$ cat src/rtl/core/cdt_pkg.sv
// Package for the countdown timer controller: payload types, codes,
// register reset values and arithmetic constants. No dependencies.
package cdt_pkg;

  localparam int unsigned CountW = 13;
  localparam int unsigned CfgW   = 16;
  localparam int unsigned DebW   = 14;
  localparam int unsigned CfgIdxW = 2;

  localparam logic [CountW-1:0] MAX_SECONDS = 13'd5999;

  localparam logic [15:0]     RESET_MS_PER_SECOND = 16'd1000;
  localparam logic [DebW-1:0] RESET_DEBOUNCE_MS   = 14'd100;
  localparam logic [15:0]     RESET_SHORT_BEEP_MS = 16'd100;
  localparam logic [15:0]     RESET_LONG_BEEP_MS  = 16'd1000;
  localparam logic [15:0]     RESET_BEEP_LEFT     = 16'd100;

  localparam logic [CountW-1:0] WARN_SECONDS = 13'd5;

  // Reciprocal multipliers for the mm:ss split.
  localparam logic [14:0] DIV60_MUL   = 15'd17477;
  localparam int unsigned DIV60_SHIFT = 20;
  localparam logic [7:0]  DIV10_MUL   = 8'd205;
  localparam int unsigned DIV10_SHIFT = 11;

  localparam logic [CfgIdxW-1:0] REG_MS_PER_SECOND = 2'd0;
  localparam logic [CfgIdxW-1:0] REG_DEBOUNCE_MS   = 2'd1;
  localparam logic [CfgIdxW-1:0] REG_SHORT_BEEP_MS = 2'd2;
  localparam logic [CfgIdxW-1:0] REG_LONG_BEEP_MS  = 2'd3;

  typedef enum logic [2:0] {
    MODE_TICK  = 3'd0,
    MODE_PLAY  = 3'd1,
    MODE_STOP  = 3'd2,
    MODE_TURN  = 3'd3,
    MODE_PRESS = 3'd4
  } mode_e;

  typedef struct packed {
    logic [2:0] mode;
    logic       turn_up;
    logic       long_end_beep;
    logic       warn_enable;
  } item_t;

  typedef struct packed {
    logic [CountW-1:0] seconds_left;
    logic              beeper_on;
    logic              is_armed;
    logic              expired;
    logic              report_time;
    logic              ignored;
  } res_t;

  typedef struct packed {
    res_t       res;
    logic [3:0] minutes_tens;
    logic [3:0] minutes_ones;
    logic [2:0] seconds_tens;
    logic [3:0] seconds_ones;
  } disp_t;

  function automatic logic [5:0] step_for(logic [CountW-1:0] v);
    logic [5:0] s;
    if (v < 13'd30) begin
      s = 6'd5;
    end else if (v < 13'd120) begin
      s = 6'd10;
    end else if (v < 13'd300) begin
      s = 6'd30;
    end else begin
      s = 6'd60;
    end
    return s;
  endfunction

endpackage

$ cat src/rtl/core/cdt_if.sv
// Valid/ready channel interfaces for the countdown timer controller.
// Depends on nothing but plain logic types.
interface cdt_in_if;
  logic       valid;
  logic       ready;
  logic [2:0] mode;
  logic       turn_up;
  logic       long_end_beep;
  logic       warn_enable;

  modport source (output valid, mode, turn_up, long_end_beep, warn_enable, input ready);
  modport sink   (input valid, mode, turn_up, long_end_beep, warn_enable, output ready);
endinterface

interface cdt_out_if;
  logic        valid;
  logic        ready;
  logic [12:0] seconds_left;
  logic [3:0]  minutes_tens;
  logic [3:0]  minutes_ones;
  logic [2:0]  seconds_tens;
  logic [3:0]  seconds_ones;
  logic        beeper_on;
  logic        is_armed;
  logic        expired;
  logic        report_time;
  logic        ignored;

  modport source (output valid, seconds_left, minutes_tens, minutes_ones, seconds_tens,
                  seconds_ones, beeper_on, is_armed, expired, report_time, ignored,
                  input ready);
  modport sink   (input valid, seconds_left, minutes_tens, minutes_ones, seconds_tens,
                  seconds_ones, beeper_on, is_armed, expired, report_time, ignored,
                  output ready);
endinterface

$ cat src/rtl/core/cdt_core.sv
// Input register, configuration registers and timer state update.
// Depends on cdt_pkg.
module cdt_core (
  input  logic                          clk_i,
  input  logic                          rst_ni,
  input  logic                          cfg_we_i,
  input  logic [cdt_pkg::CfgIdxW-1:0]   cfg_idx_i,
  input  logic [cdt_pkg::CfgW-1:0]      cfg_data_i,
  input  logic                          in_valid_i,
  output logic                          in_ready_o,
  input  cdt_pkg::item_t                in_i,
  output logic                          res_valid_o,
  input  logic                          res_ready_i,
  output cdt_pkg::res_t                 res_o
);

  logic [15:0]                   ms_q;
  logic [cdt_pkg::DebW-1:0]      deb_q;
  logic [15:0]                   short_q;
  logic [15:0]                   long_q;

  logic                          s0_v_q;
  cdt_pkg::item_t                s0_q;
  logic                          s1_v_q;
  cdt_pkg::res_t                 s1_q;
  cdt_pkg::res_t                 res_d;

  logic [15:0]                   tick_q, tick_d;
  logic [15:0]                   cool_q, cool_d;
  logic [15:0]                   beep_q, beep_d;
  logic [cdt_pkg::CountW-1:0]    preset_q, preset_d;
  logic [cdt_pkg::CountW-1:0]    count_q, count_d;
  logic                          run_q, run_d;

  logic                          s1_rdy;
  logic                          adv;
  logic [15:0]                   tick_inc;
  logic                          sec;
  logic [cdt_pkg::CountW:0]      up_sum;
  logic [cdt_pkg::CountW-1:0]    count_m1;
  logic [15:0]                   deb_x1;
  logic [15:0]                   deb_x2;
  logic                          expired, report, ignored;

  assign s1_rdy      = !s1_v_q || res_ready_i;
  assign adv         = s0_v_q && s1_rdy;
  assign in_ready_o  = !s0_v_q || s1_rdy;
  assign res_valid_o = s1_v_q;
  assign res_o       = s1_q;

  always_ff @(posedge clk_i or negedge rst_ni) begin
    if (!rst_ni) begin
      ms_q    <= cdt_pkg::RESET_MS_PER_SECOND;
      deb_q   <= cdt_pkg::RESET_DEBOUNCE_MS;
      short_q <= cdt_pkg::RESET_SHORT_BEEP_MS;
      long_q  <= cdt_pkg::RESET_LONG_BEEP_MS;
    end else if (cfg_we_i) begin
      unique case (cfg_idx_i)
        cdt_pkg::REG_MS_PER_SECOND: ms_q    <= cfg_data_i;
        cdt_pkg::REG_DEBOUNCE_MS:   deb_q   <= cfg_data_i[cdt_pkg::DebW-1:0];
        cdt_pkg::REG_SHORT_BEEP_MS: short_q <= cfg_data_i;
        cdt_pkg::REG_LONG_BEEP_MS:  long_q  <= cfg_data_i;
      endcase
    end
  end

  always_ff @(posedge clk_i or negedge rst_ni) begin
    if (!rst_ni) begin
      s0_v_q   <= 1'b0;
      s1_v_q   <= 1'b0;
      tick_q   <= '0;
      cool_q   <= '0;
      beep_q   <= cdt_pkg::RESET_BEEP_LEFT;
      preset_q <= '0;
      count_q  <= '0;
      run_q    <= 1'b0;
    end else begin
      if (in_ready_o) begin
        s0_v_q <= in_valid_i;
      end
      if (s1_rdy) begin
        s1_v_q <= s0_v_q;
      end
      if (adv) begin
        tick_q   <= tick_d;
        cool_q   <= cool_d;
        beep_q   <= beep_d;
        preset_q <= preset_d;
        count_q  <= count_d;
        run_q    <= run_d;
      end
    end
  end

  always_ff @(posedge clk_i) begin
    if (in_valid_i && in_ready_o) begin
      s0_q <= in_i;
    end
    if (adv) begin
      s1_q <= res_d;
    end
  end

  assign tick_inc = tick_q + 16'd1;
  assign sec      = tick_inc >= ms_q;
  assign up_sum   = {1'b0, count_q} + 14'(cdt_pkg::step_for(count_q));
  assign count_m1 = count_q - 13'd1;
  assign deb_x1   = {2'b00, deb_q};
  assign deb_x2   = {1'b0, deb_q, 1'b0};

  always_comb begin
    tick_d   = tick_q;
    cool_d   = cool_q;
    beep_d   = beep_q;
    preset_d = preset_q;
    count_d  = count_q;
    run_d    = run_q;
    expired  = 1'b0;
    report   = 1'b0;
    ignored  = 1'b0;
    unique case (s0_q.mode)
      cdt_pkg::MODE_TICK: begin
        tick_d = sec ? 16'd0 : tick_inc;
        if (sec && run_q) begin
          if (count_q != '0) begin
            count_d = count_m1;
            report  = 1'b1;
          end
          if (count_d == '0) begin
            run_d   = 1'b0;
            expired = 1'b1;
            beep_d  = s0_q.long_end_beep ? long_q : short_q;
          end else if (count_d <= cdt_pkg::WARN_SECONDS && s0_q.warn_enable) begin
            beep_d = short_q;
          end
        end
        if (cool_q != '0) begin
          cool_d = cool_q - 16'd1;
        end
        if (beep_d != '0) begin
          beep_d = beep_d - 16'd1;
        end
      end
      cdt_pkg::MODE_PLAY, cdt_pkg::MODE_STOP, cdt_pkg::MODE_TURN,
      cdt_pkg::MODE_PRESS: begin
        if (cool_q != '0) begin
          ignored = 1'b1;
        end else begin
          cool_d = deb_x1;
          if (s0_q.mode == cdt_pkg::MODE_PLAY) begin
            cool_d = deb_x2;
            beep_d = short_q;
            if (!run_q && count_q != '0) begin
              run_d  = 1'b1;
              tick_d = '0;
            end else begin
              run_d = 1'b0;
            end
          end else if (s0_q.mode == cdt_pkg::MODE_STOP) begin
            cool_d  = deb_x2;
            beep_d  = short_q;
            count_d = preset_q;
            run_d   = 1'b0;
          end else if (s0_q.mode == cdt_pkg::MODE_TURN && !run_q) begin
            if (s0_q.turn_up) begin
              count_d = (up_sum > {1'b0, cdt_pkg::MAX_SECONDS}) ? cdt_pkg::MAX_SECONDS
                                                               : up_sum[cdt_pkg::CountW-1:0];
            end else if (count_q <= cdt_pkg::WARN_SECONDS) begin
              count_d = '0;
            end else begin
              count_d = count_q - 13'(cdt_pkg::step_for(count_m1));
            end
            preset_d = count_d;
            report   = 1'b1;
          end else if (s0_q.mode == cdt_pkg::MODE_PRESS && !run_q) begin
            cool_d   = deb_x2;
            beep_d   = short_q;
            preset_d = '0;
            count_d  = '0;
          end
        end
      end
      default: begin
      end
    endcase
    res_d.seconds_left = count_d;
    res_d.beeper_on    = beep_d != '0;
    res_d.is_armed     = run_d;
    res_d.expired      = expired;
    res_d.report_time  = report;
    res_d.ignored      = ignored;
  end

endmodule

$ cat src/rtl/core/cdt_digits.sv
// Two registered stages that split the count into mm:ss decimal digits.
// Depends on cdt_pkg.
module cdt_digits (
  input  logic           clk_i,
  input  logic           rst_ni,
  input  logic           res_valid_i,
  output logic           res_ready_o,
  input  cdt_pkg::res_t  res_i,
  output logic           out_valid_o,
  input  logic           out_ready_i,
  output cdt_pkg::disp_t out_o
);

  logic           a_v_q;
  cdt_pkg::res_t  a_res_q;
  logic [6:0]     a_mins_q;
  logic [5:0]     a_secs_q;
  logic           b_v_q;
  cdt_pkg::disp_t b_q;

  logic           a_rdy;
  logic [27:0]    mins_prod;
  logic [6:0]     mins;
  logic [12:0]    secs_full;
  logic [14:0]    mt_prod;
  logic [13:0]    st_prod;
  logic [3:0]     mt;
  logic [2:0]     st;
  logic [6:0]     mo_full;
  logic [5:0]     so_full;
  cdt_pkg::disp_t b_d;

  assign a_rdy       = !b_v_q || out_ready_i;
  assign res_ready_o = !a_v_q || a_rdy;
  assign out_valid_o = b_v_q;
  assign out_o       = b_q;

  assign mins_prod = 28'(res_i.seconds_left) * 28'(cdt_pkg::DIV60_MUL);
  assign mins      = 7'(mins_prod >> cdt_pkg::DIV60_SHIFT);
  assign secs_full = res_i.seconds_left - 13'(mins) * 13'd60;

  assign mt_prod = 15'(a_mins_q) * 15'(cdt_pkg::DIV10_MUL);
  assign st_prod = 14'(a_secs_q) * 14'(cdt_pkg::DIV10_MUL);
  assign mt      = 4'(mt_prod >> cdt_pkg::DIV10_SHIFT);
  assign st      = 3'(st_prod >> cdt_pkg::DIV10_SHIFT);
  assign mo_full = a_mins_q - 7'(mt) * 7'd10;
  assign so_full = a_secs_q - 6'(st) * 6'd10;

  always_comb begin
    b_d.res          = a_res_q;
    b_d.minutes_tens = mt;
    b_d.minutes_ones = mo_full[3:0];
    b_d.seconds_tens = st;
    b_d.seconds_ones = so_full[3:0];
  end

  always_ff @(posedge clk_i or negedge rst_ni) begin
    if (!rst_ni) begin
      a_v_q <= 1'b0;
      b_v_q <= 1'b0;
    end else begin
      if (res_ready_o) begin
        a_v_q <= res_valid_i;
      end
      if (a_rdy) begin
        b_v_q <= a_v_q;
      end
    end
  end

  always_ff @(posedge clk_i) begin
    if (res_valid_i && res_ready_o) begin
      a_res_q  <= res_i;
      a_mins_q <= mins;
      a_secs_q <= secs_full[5:0];
    end
    if (a_v_q && a_rdy) begin
      b_q <= b_d;
    end
  end

endmodule

$ cat src/rtl/core/countdown_timer_controller_top.sv
// Top level of the countdown timer controller: channel interfaces, state
// update core and digit split. Depends on cdt_pkg, cdt_if, cdt_core, cdt_digits.
//
// The block takes one event transaction per clock cycle while the result
// channel does not stall it, and returns exactly one result transaction per
// event, in order. A result passes through the input register, the state
// update register and the two registers of the digit split, in that order,
// before it is offered on the output. Back-pressure on the result channel
// stalls the pipeline stage by stage without losing throughput.
// Configuration writes take effect on the next edge and must be made while
// no event is in flight.
module countdown_timer_controller_top (
  input  logic                        clk_i,
  input  logic                        rst_ni,
  input  logic                        cfg_we_i,
  input  logic [cdt_pkg::CfgIdxW-1:0] cfg_idx_i,
  input  logic [cdt_pkg::CfgW-1:0]    cfg_data_i,
  cdt_in_if.sink                      in_i,
  cdt_out_if.source                   out_o
);

  cdt_pkg::item_t in_item;
  logic           res_valid;
  logic           res_ready;
  cdt_pkg::res_t  res;
  cdt_pkg::disp_t disp;

  assign in_item.mode          = in_i.mode;
  assign in_item.turn_up       = in_i.turn_up;
  assign in_item.long_end_beep = in_i.long_end_beep;
  assign in_item.warn_enable   = in_i.warn_enable;

  cdt_core u_core (
    .clk_i       (clk_i),
    .rst_ni      (rst_ni),
    .cfg_we_i    (cfg_we_i),
    .cfg_idx_i   (cfg_idx_i),
    .cfg_data_i  (cfg_data_i),
    .in_valid_i  (in_i.valid),
    .in_ready_o  (in_i.ready),
    .in_i        (in_item),
    .res_valid_o (res_valid),
    .res_ready_i (res_ready),
    .res_o       (res)
  );

  cdt_digits u_digits (
    .clk_i       (clk_i),
    .rst_ni      (rst_ni),
    .res_valid_i (res_valid),
    .res_ready_o (res_ready),
    .res_i       (res),
    .out_valid_o (out_o.valid),
    .out_ready_i (out_o.ready),
    .out_o       (disp)
  );

  assign out_o.seconds_left = disp.res.seconds_left;
  assign out_o.minutes_tens = disp.minutes_tens;
  assign out_o.minutes_ones = disp.minutes_ones;
  assign out_o.seconds_tens = disp.seconds_tens;
  assign out_o.seconds_ones = disp.seconds_ones;
  assign out_o.beeper_on    = disp.res.beeper_on;
  assign out_o.is_armed     = disp.res.is_armed;
  assign out_o.expired      = disp.res.expired;
  assign out_o.report_time  = disp.res.report_time;
  assign out_o.ignored      = disp.res.ignored;

endmodule

$ cat src/flat_wrapper.sv
// flat-port wrapper written by rule: the top's interface ports become plain ports
module countdown_timer_controller_top_flat 
  (clk_i, rst_ni, cfg_we_i, cfg_idx_i, cfg_data_i, in_i_valid, in_i_mode, in_i_turn_up, in_i_long_end_beep, in_i_warn_enable, in_i_ready, out_o_valid, out_o_seconds_left, out_o_minutes_tens, out_o_minutes_ones, out_o_seconds_tens, out_o_seconds_ones, out_o_beeper_on, out_o_is_armed, out_o_expired, out_o_report_time, out_o_ignored, out_o_ready);
  cdt_in_if in_i_i ();
  cdt_out_if out_o_i ();
  input  logic clk_i;
  input  logic rst_ni;
  input  logic cfg_we_i;
  input  logic [cdt_pkg::CfgIdxW-1:0] cfg_idx_i;
  input  logic [cdt_pkg::CfgW-1:0] cfg_data_i;
  input wire logic [$bits(in_i_i.valid)-1:0] in_i_valid;
  input wire logic [$bits(in_i_i.mode)-1:0] in_i_mode;
  input wire logic [$bits(in_i_i.turn_up)-1:0] in_i_turn_up;
  input wire logic [$bits(in_i_i.long_end_beep)-1:0] in_i_long_end_beep;
  input wire logic [$bits(in_i_i.warn_enable)-1:0] in_i_warn_enable;
  output wire logic [$bits(in_i_i.ready)-1:0] in_i_ready;
  output wire logic [$bits(out_o_i.valid)-1:0] out_o_valid;
  output wire logic [$bits(out_o_i.seconds_left)-1:0] out_o_seconds_left;
  output wire logic [$bits(out_o_i.minutes_tens)-1:0] out_o_minutes_tens;
  output wire logic [$bits(out_o_i.minutes_ones)-1:0] out_o_minutes_ones;
  output wire logic [$bits(out_o_i.seconds_tens)-1:0] out_o_seconds_tens;
  output wire logic [$bits(out_o_i.seconds_ones)-1:0] out_o_seconds_ones;
  output wire logic [$bits(out_o_i.beeper_on)-1:0] out_o_beeper_on;
  output wire logic [$bits(out_o_i.is_armed)-1:0] out_o_is_armed;
  output wire logic [$bits(out_o_i.expired)-1:0] out_o_expired;
  output wire logic [$bits(out_o_i.report_time)-1:0] out_o_report_time;
  output wire logic [$bits(out_o_i.ignored)-1:0] out_o_ignored;
  input wire logic [$bits(out_o_i.ready)-1:0] out_o_ready;
  assign in_i_i.valid = in_i_valid;
  assign in_i_i.mode = in_i_mode;
  assign in_i_i.turn_up = in_i_turn_up;
  assign in_i_i.long_end_beep = in_i_long_end_beep;
  assign in_i_i.warn_enable = in_i_warn_enable;
  assign in_i_ready = in_i_i.ready;
  assign out_o_valid = out_o_i.valid;
  assign out_o_seconds_left = out_o_i.seconds_left;
  assign out_o_minutes_tens = out_o_i.minutes_tens;
  assign out_o_minutes_ones = out_o_i.minutes_ones;
  assign out_o_seconds_tens = out_o_i.seconds_tens;
  assign out_o_seconds_ones = out_o_i.seconds_ones;
  assign out_o_beeper_on = out_o_i.beeper_on;
  assign out_o_is_armed = out_o_i.is_armed;
  assign out_o_expired = out_o_i.expired;
  assign out_o_report_time = out_o_i.report_time;
  assign out_o_ignored = out_o_i.ignored;
  assign out_o_i.ready = out_o_ready;
  countdown_timer_controller_top u_core (.clk_i(clk_i), .rst_ni(rst_ni), .cfg_we_i(cfg_we_i), .cfg_idx_i(cfg_idx_i), .cfg_data_i(cfg_data_i), .in_i(in_i_i), .out_o(out_o_i));
endmodule
$ cat config.mk
export PLATFORM = sky130hd
export DESIGN_NAME = countdown_timer_controller_top_flat
export DESIGN_NICKNAME = d
export VERILOG_FILES = /design/src/rtl/core/cdt_pkg.sv /design/src/rtl/core/cdt_if.sv /design/src/rtl/core/cdt_core.sv /design/src/rtl/core/cdt_digits.sv /design/src/rtl/core/countdown_timer_controller_top.sv /design/src/flat_wrapper.sv
export SDC_FILE = /design/constraint.sdc
export NUM_CORES = 1
export LEC_CHECK = 0
export BUFFER_PORTS_ARGS = -buffer_cell sky130_fd_sc_hd__buf_2
export CAP_MARGIN = 20
export CORE_MARGIN = 8
export CORE_UTILIZATION = 50
export DETAILED_ROUTE_END_ITERATION = 10
export HOLD_SLACK_MARGIN = 0.15
export PLACE_DENSITY_LB_ADDON = 0.3
export SYNTH_ARGS = -nofsm -noshare
export SYNTH_HDL_FRONTEND = slang
export SYNTH_HIERARCHICAL = 1
export SYNTH_SLANG_ARGS = --single-unit
$ cat constraint.sdc
create_clock -name clk_i -period 17.05 [get_ports clk_i]
set_input_delay 0.8525 -clock clk_i [delete_from_list [all_inputs] [get_ports clk_i]]
set_output_delay 0.8525 -clock clk_i [all_outputs]
set_load 0.01 [all_outputs]
* Word level (Yosys, flattened, before mapping) *
Cells that the tools add are included.

storage, ports and cells
  flip-flop bits (word level) = 229
  latch bits = 0
  memory bits (writable) = 0
  ROM bits = 0
  input port bits = 29
  output and inout bits = 35
  logic and storage cells = 185
  memories kept = 0

cells by class
  $add $sub $neg = 9
  multiply operators = 6
  div/mod/pow operators = 0
  order comparisons = 10
  eq/ne operators = 11
  shifts and indexed selects = 0
  mux-type cells = 68
  bitwise gates (word level) = 3
  reductions and logical operators = 36

operators by type and width
  cell                      number
  $mux W16                  17
  $mux W13                  14
  $pmux W16 S2              3
  $mux W6                   13
  $mux W15                  4
  $reduce_bool A16 Y1       3
  $sub A16 B1 Y16 const B   2
  $mul A13 B15 Y27 const B  1
  $le A13 B3 Y1 const B     2
  $lt A13 B5 Y1 const B     2
  $lt A13 B7 Y1 const B     2
  $lt A13 B9 Y1 const B     2
  $pmux W13 S2              1
  $add A16 B1 Y16 const B   1
  $ge A16 B16 Y1            1
  $mul A7 B8 Y15 const B    1
  $add A13 B6 Y14           1
  $gt A14 B13 Y1 const B    1
  $mul A6 B8 Y14 const B    1
  $mux W1                   14
  $logic_not A13 Y1         1
  $reduce_bool A13 Y1       1
  $sub A13 B1 Y13 const B   1
  $sub A13 B6 Y13           1
  24 further kinds          53

* Depth between registers and ports, before layout *
Gate-level depths: netlist (run 1).

  word-level depth = 20
  mapped depth = 27
  mapped depth without buffers = 25

* Modules after synthesis *
The synthesis (run 1) kept the hierarchy.

by module, submodules not included
  module      times used  cells each  area each (sq um)  seq. area each (sq um)
  cdt_core    1           1231        10934.2            4225.3
  cdt_digits  1           442         5376.4             1881.8

* Least setup slack after synthesis (run 1) *
No wires, ideal clock.

  kind = reg-to-reg
  from = register u_core.u_core.tick_q[0]
  to = register u_core.u_core.s1_q, in the netlist u_core/u_core/res_o[4], data pin
  setup time = 0.272 ns
  arrival = 5.478 ns
  required time = 16.778 ns
  slack = 11.300 ns
  cell stages (with the launch flop) = 28
  path buffers = 3
  clock period less this slack = 5.750 ns
  cells stage by stage = dfrtp_1 > ha_1 > nand3_1 > nor2_1 > and3_1 > and3_1 > clkbuf_1 > nand3_1 > xnor2_1 > ha_1 > and4_1 > a41o_1 > a211oi_1 > o21a_1 > a211o_1 > clkbuf_1 > nor2_1 > a21oi_1 > ha_1 > o21ai_4 > nor4_4 > and3_1 > buf_4 > a211oi_1 > nand4b_1 > nor4_1 > nand4_1 > or4_1

RTL lines
  element                 line             RTL
  start, declared         cdt_core.sv:28   logic [15:0] tick_q, tick_d;
  start signal, assigned  cdt_core.sv:85   tick_q <= tick_d;
  end signal, assigned    cdt_core.sv:100  s1_q <= res_d;
  end, declared           cdt_core.sv:25   cdt_pkg::res_t s1_q;

==> results of run 1 <==
metrics by stage:
stage                     worst slack [ns]  cell area (um^2)  utilization [%]  cells
final                                 10.0             18100             55.8   2173
after global routing                  9.45             18100             55.8   2173
after CTS                            10.04             18000             55.7   2172
after detailed placement             10.05             17000             52.6   2120
after global placement               10.28             17000             52.5   2119
after floorplan                      11.30             16300                -   1673
kinds of logic (layout without fill, tap and decap cells):
logic type                 after synthesis  in the layout
AOI/OAI and AO/OA                      423            423
xor gates and xnor gates                67             67
adders and majority gates              200            200
buffers and inverters                  195            253
DFF                                    226            226
muxes                                   80             80
and+or+nand+nor                        482            482
cells in the mapped netlist (9+ instances only):
cell      number  area (um^2)
a22oi_1       29          218
nand4_1       12         75.1
a211oi_1      11         82.6
nand3b_1      10         75.1
or3_1         15         93.8
nor2b_1       12         75.1
nor2_1       116          435
ha_1         164         2050
xnor2_1       41          359
a31oi_1       11         68.8
and3_1        14         87.6
nor3_1        37          185
mux2_2        64          721
nor4_1        11         68.8
nand2_1      137          514
o31ai_1        9         67.6
o211ai_1      12         90.1
or2_2         11         68.8
clkbuf_1      58          218
mux2i_1       13          130
inv_1        121          454
xor2_1        26          228
a21o_1        24          180
o21ai_0      127          636
nand3_1       38          190
nand2b_1      29          181
dfrtp_1      120         3000
a22o_1        12          105
a21oi_1       84          420
fa_1          36          721
dfstp_2       21          552
o22ai_1       16          100
edfxtp_1      85         2550
and2_1         9         56.3
layout make-up:
class / instances / area [um^2]
multi-input cells: 1252 / 9460
clock buffers: 29 / 704
well taps: 442 / 553
repair buffers: 79 / 459
clock inverters: 23 / 309
inverters: 122 / 458
fillers: 2861 / 14300
flip-flops and latches: 226 / 6110
layout by cell type, fill, tap and decap left out, types with 10 or more instances in the layout:
cell and n:
xor2_1 26, nand2b_1 29, fa_1 36, a22oi_1 29, buf_2 63, mux2_2 64
mux2i_1 13, a211oi_1 11, dfstp_2 21, buf_4 14, nand3b_1 10, nand4_1 12
edfxtp_1 85, nand2_1 137, xnor2_1 41, inv_1 121, a21o_1 24, dfrtp_1 120
nor2_1 115, or3_1 15, nor2b_1 12, a22o_1 12, or2_2 11, clkbuf_16 28
nand3_1 38, and3_1 14, o211ai_1 12, o22ai_1 16, a31oi_1 11, a21oi_1 84
nor3_1 36, ha_1 164, nor4_1 11, o21ai_0 127
sequential cells by signal (all words and copies together), names as in the netlist, 7 cells and up:
name and cells:
u_core/u_digits/out_o 32, u_core/u_core/ms_q 16, u_core/u_core/beep_q 16, u_core/u_digits/a_res_q 18, u_core/u_core/preset_q 13, u_core/u_core/short_q 16, u_core/u_core/res_o 18, u_core/u_core/tick_q 16
u_core/u_core/long_q 16, u_core/u_core/count_q 13, u_core/u_core/deb_q 14, u_core/u_digits/a_mins_q 7, u_core/u_core/cool_q 16
per-layer routing:
metal | GRT usage (%) | vias to the layer above | part of all wire [%]
li1 | - | 6155 | -
met1 | 28.3 | 6233 | 43
met2 | 35.5 | 454 | 47
met3 | 3.14 | 100 | 6.7
met4 | 7.94 | 0 | 3.3
met5 | 0 | - | 0
power breakdown:
group | leakage [nW] | internal, mW | switching, mW
sequential | 2.57 | 0.751 | 0.124
clock | 0.471 | 0.394 | 0.254
combinational | 4.96 | 0.730 | 0.927
worst max-delay path by stage:
stage	from	slack [ns]	cells after the start	end
6_report	u_core/u_core/tick_q[0]$_DFFE_PN0P_	10.0	24	u_core/u_core/res_o[4]$_DFFE_PP_
5_1_grt	u_core/u_core/tick_q[0]$_DFFE_PN0P_	9.45	24	u_core/u_core/res_o[4]$_DFFE_PP_
4_1_cts	u_core/u_core/tick_q[0]$_DFFE_PN0P_	10.04	24	u_core/u_core/res_o[4]$_DFFE_PP_
3_5_place_dp	u_core/u_core/tick_q[0]$_DFFE_PN0P_	10.05	24	u_core/u_core/res_o[4]$_DFFE_PP_
3_3_place_gp	u_core/u_core/tick_q[0]$_DFFE_PN0P_	10.28	24	u_core/u_core/res_o[4]$_DFFE_PP_
2_1_floorplan	u_core/u_core/tick_q[0]$_DFFE_PN0P_	11.30	27	u_core/u_core/res_o[4]$_DFFE_PP_
==> results.tsv, run 1 <==
metric	value	unit
run_status	finished, final reports clean	
worstPathCellList	ha_1, nand3_1, nor2_1, and3_1, and3_1, nand3_1, xnor2_1, ha_1, and4_1, and3_1, nand3_1, o21a_1, a211oi_2, nand2_1, a21oi_1, ha_1, o21ai_4, nor4_4, and3_1, a211oi_1, nand4b_1, nor4_1, nand4_1, or4_1	
synth_xor_area_share	3.60	%
final_net_count	1938	
row_count	66	
dieHeight	197	um
drc_errors	0	
setup.worst_path.end_class	flip-flop	
hpwlAfterDp	30500	um
post-layout-total-power	3.18	mW
cpMostUsedCell	and3_1	
route.detailed.wl_per_inst	19.2	um
first_global_vias	12945	
buffer_ports.inserted	63	
critical-path-slowest-cell	a211oi_2	
track_usage	21.5	%
cts_inserted_buffers	28	
p_leak	8.01	nW
core_region_area	0.0324	mm^2
cpPeakStageDelay	0.65	ns
antenna_found_initial	0	
total_number_of_vias	12942	
drt.antenna.violating_nets	0	
routability_driven_placement_congestion_ratio	0.944	
critical_path.n_buffers_inverters	0	
io_pins	64	
htree_num_levels	1	
drt_pass1_iterations	5	
reg2reg_depth	24	
initial_core_util	50.4	%
final.setup_skew	0.0322	ns
layout_worst_path_cycle_share	41.4	%
cp_data_arrival_time	7.37	ns
number_of_enable_type_register_cells_in_the_synthesized_netlist	85	
crit_family	simple AND/OR/NAND/NOR gates	
synth.lib_cells_used.distinct	88	
gr-total-overflow	0	
grt_setup_unrepaired	no	
synth_adder_area_share	17.0	%
max_slew.worst_pin.slew	1.10	ns
area_growth_syn_to_layout	10.7	%
die-width	197	um
min-delay-path-class	input port to async pin	
antenna-diode-count	0	
post_cts_repair_resize_count	0	
post_synth_instance_area	0.0163	mm^2
grt_max_degree	82	
ys.flop_type	dfrtp_1	
route.final.wire_length	41600	um
synthesis.instances	1673	
synth_simple_gate_area_share	14.7	%
cts.hold.buffers_added	0	
first_pass_grt_wire_length	68100	um
criticalPathCategory	flip-flop to flip-flop	
asyncSetResetFlopFracSynth	62.4	%
rr_endpoint	u_core/u_core/res_o[4]$_DFFE_PP_	
worst-r2r-setup-slack	10.0	ns
post_synth.cell_area_avg	9.75	um^2
timing_max_transition_violations_final	0	
fin_worst_hold_slack	0.276	ns
min_period	7.05	ns
timing.max_slew.rel_slack	26.2	%
root_buffer	clkbuf_16	
synth_top_family_by_area	compound AO/OA/AOI/OAI gates	
crit_path_start_kind	flip-flop	
timing.critical_path.required	17.37	ns
pwr_density_cell	176	mW/mm^2
vias_per_cell	5.96	
post_cts_buffers	0	
maxCapViolCount	0	
setup_viol_count_final	0	
first_iter_violations	976	
cts_tree	done	
synth-warning-count	6	
insertion_delay	0.58	ns
regToRegStartpoint	u_core/u_core/tick_q[0]$_DFFE_PN0P_	
post_synth_mux_area_share	5.54	%
layout-drive-gt1-share	15.0	%
synth_seq_cells	226	
clock_sinks	226	
critPathMaxFanout	13	
totalNegativeSetupSlack	0	ns
dieArea	0.0387	mm^2
hold_viol_final	0	
vdd.ir_drop.worst	129	uV
ctsLongestPathBuffers	3	
cts.clk_slew.worst_paths	0.06	ns
compound_cell_area_share_of_the_yosys_netlist	17.1	%
synthesis.nets	1902	
highest_clock_rate	0.142	GHz
synth_seq_area_share	37.4	%
Power figures use the tool's default switching activity.
==> run 2, diff against run 1 <==
==> constraint.sdc (replaced) <==
create_clock -name clk_i -period 6.2 [get_ports clk_i]
set_input_delay 0.31 -clock clk_i [delete_from_list [all_inputs] [get_ports clk_i]]
set_output_delay 0.31 -clock clk_i [all_outputs]
set_load 0.01 [all_outputs]
==> run 2 against run 1 <==
Net effect:
- flip-flop and latch count stayed put
- critical endpoint unchanged
- highest routed layer is now met5
- sequential share of layout area is 0.82 points lower
- largest cell class unchanged
- register-to-register slack worse by 9.7 ns
- critical path type unchanged
==> results.tsv, run 2 (synthesis gave the netlist of run 1 again) <==
metric	value	unit	change
run_status	finished, final reports clean		
final.setup_skew	0.0192	ns	-0.0131 ns
root_buffer	clkbuf_16		
first_iter_violations	1213		+24%
cp_data_arrival_time	6.16	ns	-1.21 ns
timing.final.ws_setup	0.317	ns	-9.68 ns
gr-total-overflow	0		unchanged
final_net_count	1991		+2.7%
maxCapViolCount	0		unchanged
timing.max_slew.rel_slack	30.2	%	+4.0 points
layout_worst_path_cycle_share	94.9	%	+54 points
route.detailed.wl_per_inst	19.5	um	+1.6%
clock_sinks	226		unchanged
final_area	0.0185	mm^2	+2.5%
track_usage	22.4	%	+0.94 points
post-layout-total-power	8.79	mW	+180%
cpPeakStageDelay	0.54	ns	-0.11 ns
p_leak	8.24	nW	+2.9%
hold_viol_final	0		unchanged
io_pins	64		unchanged
setup.worst_path.end_class	flip-flop		
total_number_of_vias	13208		+2.1%
max_slew.worst_pin.slew	1.04	ns	-0.0626 ns
worstPathCellList	ha_2, nand3_1, nor2_2, and3_1, and3_2, nand3_1, xnor2_2, ha_1, and4_1, and3_1, nand3_1, o21a_2, a211o_1, buf_4, nor3_2, o22ai_1, a221oi_4, and3_4, a211oi_1, nand4b_1, nor4_2, nand4_1, or4_1		
grt_max_degree	73		-11%
criticalPathCategory	flip-flop to flip-flop		
initial_core_util	50.4	%	unchanged
core_region_area	0.0324	mm^2	unchanged
cpMostUsedCell	nand3_1		
number_of_flip_flops_under_the_largest_register_name	32		unchanged
fin_worst_hold_slack	0.310	ns	+0.0337 ns
share_comb_of_total_power	54.2	%	+2.1 points
crit_path_start_kind	flip-flop		
ctsLongestPathBuffers	3		unchanged
min-delay-path-class	input port to flip-flop		
clockPowerShare	18.8	%	-1.6 points
row_count	66		unchanged
antenna_found_initial	1		+1
p_sw_share	41.0	%	about the same
final_util	57.2	%	+1.4 points
routability_driven_placement_congestion_ratio	0.967		+2.5%
dieHeight	197	um	unchanged
timing.critical_path.required	6.48	ns	-10.89 ns
vdd.ir_drop.worst	279	uV	+120%
hpwlAfterDp	32000	um	+4.7%
layout_common_cells	ha_1, nand2_1, o21ai_0		
area_growth_syn_to_layout	13.5	%	
switchingPower	3.61	mW	+180%
highest_clock_rate	0.170	GHz	+20%
pwr_density_cell	475	mW/mm^2	+170%
drt_pass1_iterations	6		+1
post-place-ws	0.0919	ns	-9.96 ns
antenna-diode-count	0		unchanged
cts.clk_slew.worst_paths	0.06	ns	about the same
final_common_cell	ha_1		
drt.antenna.violating_nets	0		unchanged
dieArea	0.0387	mm^2	unchanged
htree_num_levels	1		unchanged
totalNegativeSetupSlack	0	ns	unchanged
critical-path-slowest-cell	or4_1		
first_pass_grt_wire_length	71200	um	+4.6%
cellInternalPower	5.18	mW	+180%
first_global_vias	13261		+2.4%
cts_tree	done		
setup_viol_count_final	0		unchanged
route.final.wire_length	43300	um	+4.0%
hold_path_startpoint	cfg_idx_i[0]		
placedCellCount	2146		+1.2%
insertion_delay	0.54	ns	-0.04 ns
critPathLaunch	u_core/u_core/tick_q[0]$_DFFE_PN0P_		
cts_inserted_buffers	27		-3.6%
layout-drive-gt1-share	17.0	%	+2.1 points
placement.cell_area	0.0172	mm^2	+1.2%
min_period	5.88	ns	-1.17 ns
drc_errors	0		unchanged
timing_max_transition_violations_final	0		unchanged
critical_path.n_buffers_inverters	1		+1
vias_per_cell	5.94		-0.33%
crit_family	simple AND/OR/NAND/NOR gates		
final_cell_count_no_fill	2225		+2.4%
regToRegStartpoint	u_core/u_core/tick_q[0]$_DFFE_PN0P_		
critPathMaxFanout	12		-1
die-width	197	um	unchanged
relative_contribution_of_sequential_cells_to_total_power	27.1	%	-0.4 points
worst-r2r-setup-slack	0.32	ns	-9.68 ns
buffer_ports.inserted	63		unchanged
run 2: final timing paths:
check,to,cells past startpoint
min in group asynchronous,u_core/u_core/s0_v_q$_DFFE_PN0N_,2
max reg2reg,u_core/u_core/res_o[4]$_DFFE_PP_,23
max,u_core/u_core/res_o[4]$_DFFE_PP_,23
max in group asynchronous,u_core/u_core/tick_q[0]$_DFFE_PN0P_,3
min reg2reg,u_core/u_digits/out_o[15]$_DFFE_PP_,0
min,u_core/u_core/ms_q[6]$_DFFE_PN1P_,5
run 2: final cells by class:
class                   instances  area [um^2]
fillers                      2814        13900
well taps                     442          553
repair buffers                133          913
inverters                     122          458
multi-input cells            1252         9540
clock inverters                20          241
flip-flops and latches        226         6110
clock buffers                  30          687
run 2: timing repair:
| item | 4_1_cts | 5_1_grt |
|---|---|---|
| endpoints found under the hold margin | 134 | 0 |
| buffers inserted | 0 | 4 |
| resized for setup | 0 | 24 |
| setup endpoints to repair | 0 | 1 |
| hold buffers | 25 | 0 |
run 2: worst register-to-register path: stages, from the launching register on:
cell and delay [ns]:
dfrtp_2 0.42, ha_2 0.24, nand3_1 0.16, nor2_2 0.19
and3_1 0.24, and3_2 0.25, nand3_1 0.14, xnor2_2 0.18
ha_1 0.27, and4_1 0.22, and3_1 0.16, nand3_1 0.08
o21a_2 0.26, a211o_1 0.29, buf_4 0.19, nor3_2 0.17
o22ai_1 0.14, a221oi_4 0.43, and3_4 0.30, a211oi_1 0.06
nand4b_1 0.20, nor4_2 0.33, nand4_1 0.14, or4_1 0.54
run 2: layer usage:
metal  global-route usage, %  wire (um)  part of all wire, %
met1                    30.2      18800                   43
met5                       0         12                0.028
met4                    6.27       1050                  2.4
met2                    37.8      20600                   48
met3                    2.68       2860                  6.6
run 2: power groups by stage:
stage          clock (mW)  combinational, mW  sequential, mW
2_1_floorplan           0               3.54            2.31
3_3_place_gp            0               4.49            2.40
3_5_place_dp            0               4.66            2.40
4_1_cts              1.68               4.70            2.38
5_1_grt              1.74               5.43            2.43
6_report             1.65               4.76            2.38
==> run 3, diff against run 2 <==
--- a/config.mk
+++ b/config.mk
@@ -5,6 +5,7 @@
 export SDC_FILE = /design/constraint.sdc
 export NUM_CORES = 1
 export LEC_CHECK = 0
+export ABC_AREA = 1
 export BUFFER_PORTS_ARGS = -buffer_cell sky130_fd_sc_hd__buf_2
 export CAP_MARGIN = 20
 export CORE_MARGIN = 8
==> run 3 against run 2 <==
Net effect:
- global-route usage increased by 0.75 points
- via count grew 20%
- die area is 7.9% higher
- register-to-register slack is essentially flat
- final cell count up 29%
- routed wire length up 11%
- synthesized cell count increased by 40%
- largest cell class unchanged
==> results.tsv, run 3 <==
metric	value	unit	change
gr-total-overflow	0		unchanged
hold_path_startpoint	cfg_data_i[1]		
track_usage	23.2	%	+0.75 points
critical-path-slowest-cell	fa_1		
die-width	204	um	+3.9%
max_slew.worst_pin.slew	0.931	ns	-0.109 ns
cts.hold.buffers_added	21		-16%
gr_layer_usage_met2	40.1	%	+2.3 points
post_cts_repair_resize_count	0		unchanged
grt_setup_unrepaired	no		
number_of_enable_type_register_cells_in_the_synthesized_netlist	85		unchanged
crit_path_start_kind	flip-flop		
whs_path_depth	3		-2
first_global_vias	15496		+17%
layout-drive-gt1-share	8.82	%	-8.2 points
multi_input_comb_area	0.0100	mm^2	+5.0%
nFillCells	3280		+17%
cts_inserted_buffers	26		-3.7%
hold_viol_final	0		unchanged
timing.critical_path.required	6.49	ns	about the same
total_number_of_vias	15785		+20%
number_of_flip_flops_under_the_largest_register_name	32		unchanged
crit_family	adder cells		
asyncSetResetFlopFracSynth	62.4	%	unchanged
critical_path.n_buffers_inverters	3		+2
grt_max_degree	92		+26%
root_buffer	clkbuf_16		
cp_data_arrival_time	6.18	ns	+0.02 ns
antenna-diode-count	0		unchanged
reg2reg_depth	22		-4.3%
maxCapViolCount	0		unchanged
cts.clk_slew.worst_paths	0.06	ns	about the same
run_status	finished, final reports clean		
area_growth_syn_to_layout	10.2	%	
first_pass_grt_wire_length	79700	um	+12%
post_synth.cell_area_avg	7.58	um^2	-22%
timing_max_transition_violations_final	0		unchanged
synth.lib_cells_used.distinct	53		-40%
holdPathEnd	u_core/u_core/long_q[1]$_DFFE_PN0P_		
antenna_found_initial	0		-1
rr_endpoint	u_core/u_digits/a_secs_q[5]$_DFFE_PP_		
highest_clock_rate	0.170	GHz	-0.21%
post_cts_buffers	0		unchanged
insertion_delay	0.55	ns	about the same
synth_seq_cells	226		unchanged
regArea	0.00611	mm^2	about the same
cpPeakStageDelay	0.52	ns	-0.02 ns
min-delay-path-class	input port to flip-flop		
initial_core_util	50.3	%	-0.11 points
criticalPathCategory	flip-flop to flip-flop		
worstPathCellList	ha_1, fa_1, fa_1, inv_1, fa_1, inv_1, ha_1, nand2_1, nor4_1, nand2_1, nand2_1, xor2_1, ha_1, ha_1, ha_1, inv_1, ha_1, nand2_1, o21ai_0, xor2_1, nand3b_1, nand2_1		
row_count	69		+4.5%
route.detailed.wl_per_inst	16.7	um	-14%
critPathMaxFanout	5		-7
setup_viol_count_final	0		unchanged
layout_common_cells	nand2_1, inv_1, o21ai_0		
setup.worst_path.end_class	flip-flop		
final_net_count	2625		+32%
synth-warning-count	6		unchanged
final_common_cell	nand2_1		
drc_errors	0		unchanged
min_period	5.90	ns	+0.0122 ns
synthesis.instances	2336		+40%
synth_seq_area_share	34.5	%	-3.0 points
cpMostUsedCell	ha_1		
regToRegStartpoint	u_core/u_core/res_o[15]$_DFFE_PP_		
drt_pass1_iterations	6		unchanged
most_area_consuming_cells_after_synthesis	dfrtp_1, edfxtp_1, nand2_1		
critPathLaunch	u_core/u_core/res_o[15]$_DFFE_PP_		
use_met1	30.3	%	+0.10 points
drt.antenna.violating_nets	0		unchanged
hpwlAfterDp	36700	um	+15%
vias_per_cell	5.49		-7.6%
route.final.wire_length	48200	um	+11%
htree_num_levels	1		unchanged
yosysMostFrequentCell	nand2_1		
io_pins	64		unchanged
synthesis.nets	2565		+35%
post_synth_instance_area	0.0177	mm^2	+8.6%
buffer_ports.inserted	63		unchanged
timing.max_slew.rel_slack	37.8	%	+7.6 points
layout_worst_path_cycle_share	95.1	%	+0.20 points
dieArea	0.0417	mm^2	+7.9%
worst-r2r-setup-slack	0.30	ns	about the same
cts_tree	done		
first_iter_violations	1415		+17%
grt_util_met3	2.49	%	-0.19 points
top_usage_layer	met2		
final.setup_skew	0.0315	ns	+0.0124 ns
dieHeight	204	um	+3.9%
routability_driven_placement_congestion_ratio	0.941		-2.6%
ctsLongestPathBuffers	3		unchanged
netlist.area_leader.share	17.0	%	-1.5 points
ys.flop_type	dfrtp_1		
post_synth_most_frequent_cells	nand2_1, inv_1, o21ai_0, ha_1, nor2_1		
core_region_area	0.0352	mm^2	+8.8%
clock_sinks	226		unchanged
totalNegativeSetupSlack	0	ns	unchanged
yosysTopAreaCell	dfrtp_1		
-- run 3: final cells by class --
class | count | share of cell area [%]
multi-input combinational | 1705 | 51.3
inverter | 331 | 6.37
clock inverter | 9 | 0.474
timing repair buffer | 106 | 3.80
sequential | 226 | 31.3
tap | 461 | 2.96
clock buffer | 39 | 3.79
-- run 3: logic make-up (layout without fill, tap and decap cells) --
| group | count (synthesis) | after routing | synth area share, % |
|---|---|---|---|
| and+or+nand+nor | 1062 | 1062 | 26.1 |
| buffers and inverters | 405 | 485 | 9.07 |
| adders and majority gates | 200 | 200 | 15.7 |
| DFF | 226 | 226 | 34.5 |
| AOI/OAI and AO/OA | 397 | 397 | 12.4 |
| xor gates and xnor gates | 46 | 46 | 2.27 |
-- run 3: through the flow --
stage / setup WS, ns / hold slack, ns / util, % / area (um^2) / instances
floorplan: 0.819 / 0.0144 / - / 17700 / 2336
global placement: 0.558 / 0.401 / 52.3 / 18400 / 2805
detailed placement: 0.359 / 0.406 / 52.3 / 18400 / 2805
CTS: 0.322 / 0.154 / 55.2 / 19500 / 2874
global route: 0.0504 / 0.166 / 55.4 / 19500 / 2877
finish: 0.305 / 0.170 / 55.4 / 19500 / 2877
-- run 3: worst max-delay path by stage --
stage	slack (ns)	end	cells after the start
floorplan	0.82	u_core/u_digits/a_secs_q[5]$_DFFE_PP_	22
global placement	0.56	u_core/u_digits/a_secs_q[5]$_DFFE_PP_	22
detailed placement	0.36	u_core/u_digits/a_secs_q[5]$_DFFE_PP_	22
CTS	0.32	u_core/u_digits/a_secs_q[5]$_DFFE_PP_	22
global route	0.05	u_core/u_digits/a_secs_q[5]$_DFFE_PP_	22
finish	0.30	u_core/u_digits/a_secs_q[5]$_DFFE_PP_	22
-- run 3: worst min-delay path, cell delays in order --
cell and delay [ns]:
buf_2 0.07, inv_1 0.11, o21ai_0 0.19
-- run 3: routing by layer --
layer  up-vias  routed length, um
met5         -                  0
met4         0               1300
met3        84               2670
met2       523              23400
met1      7359              20800
li1       7819                  -
Power of run 3 is left out: the tool's default activity adds up to more than one toggle a clock period on the data nets, which glitch-free logic cannot reach.
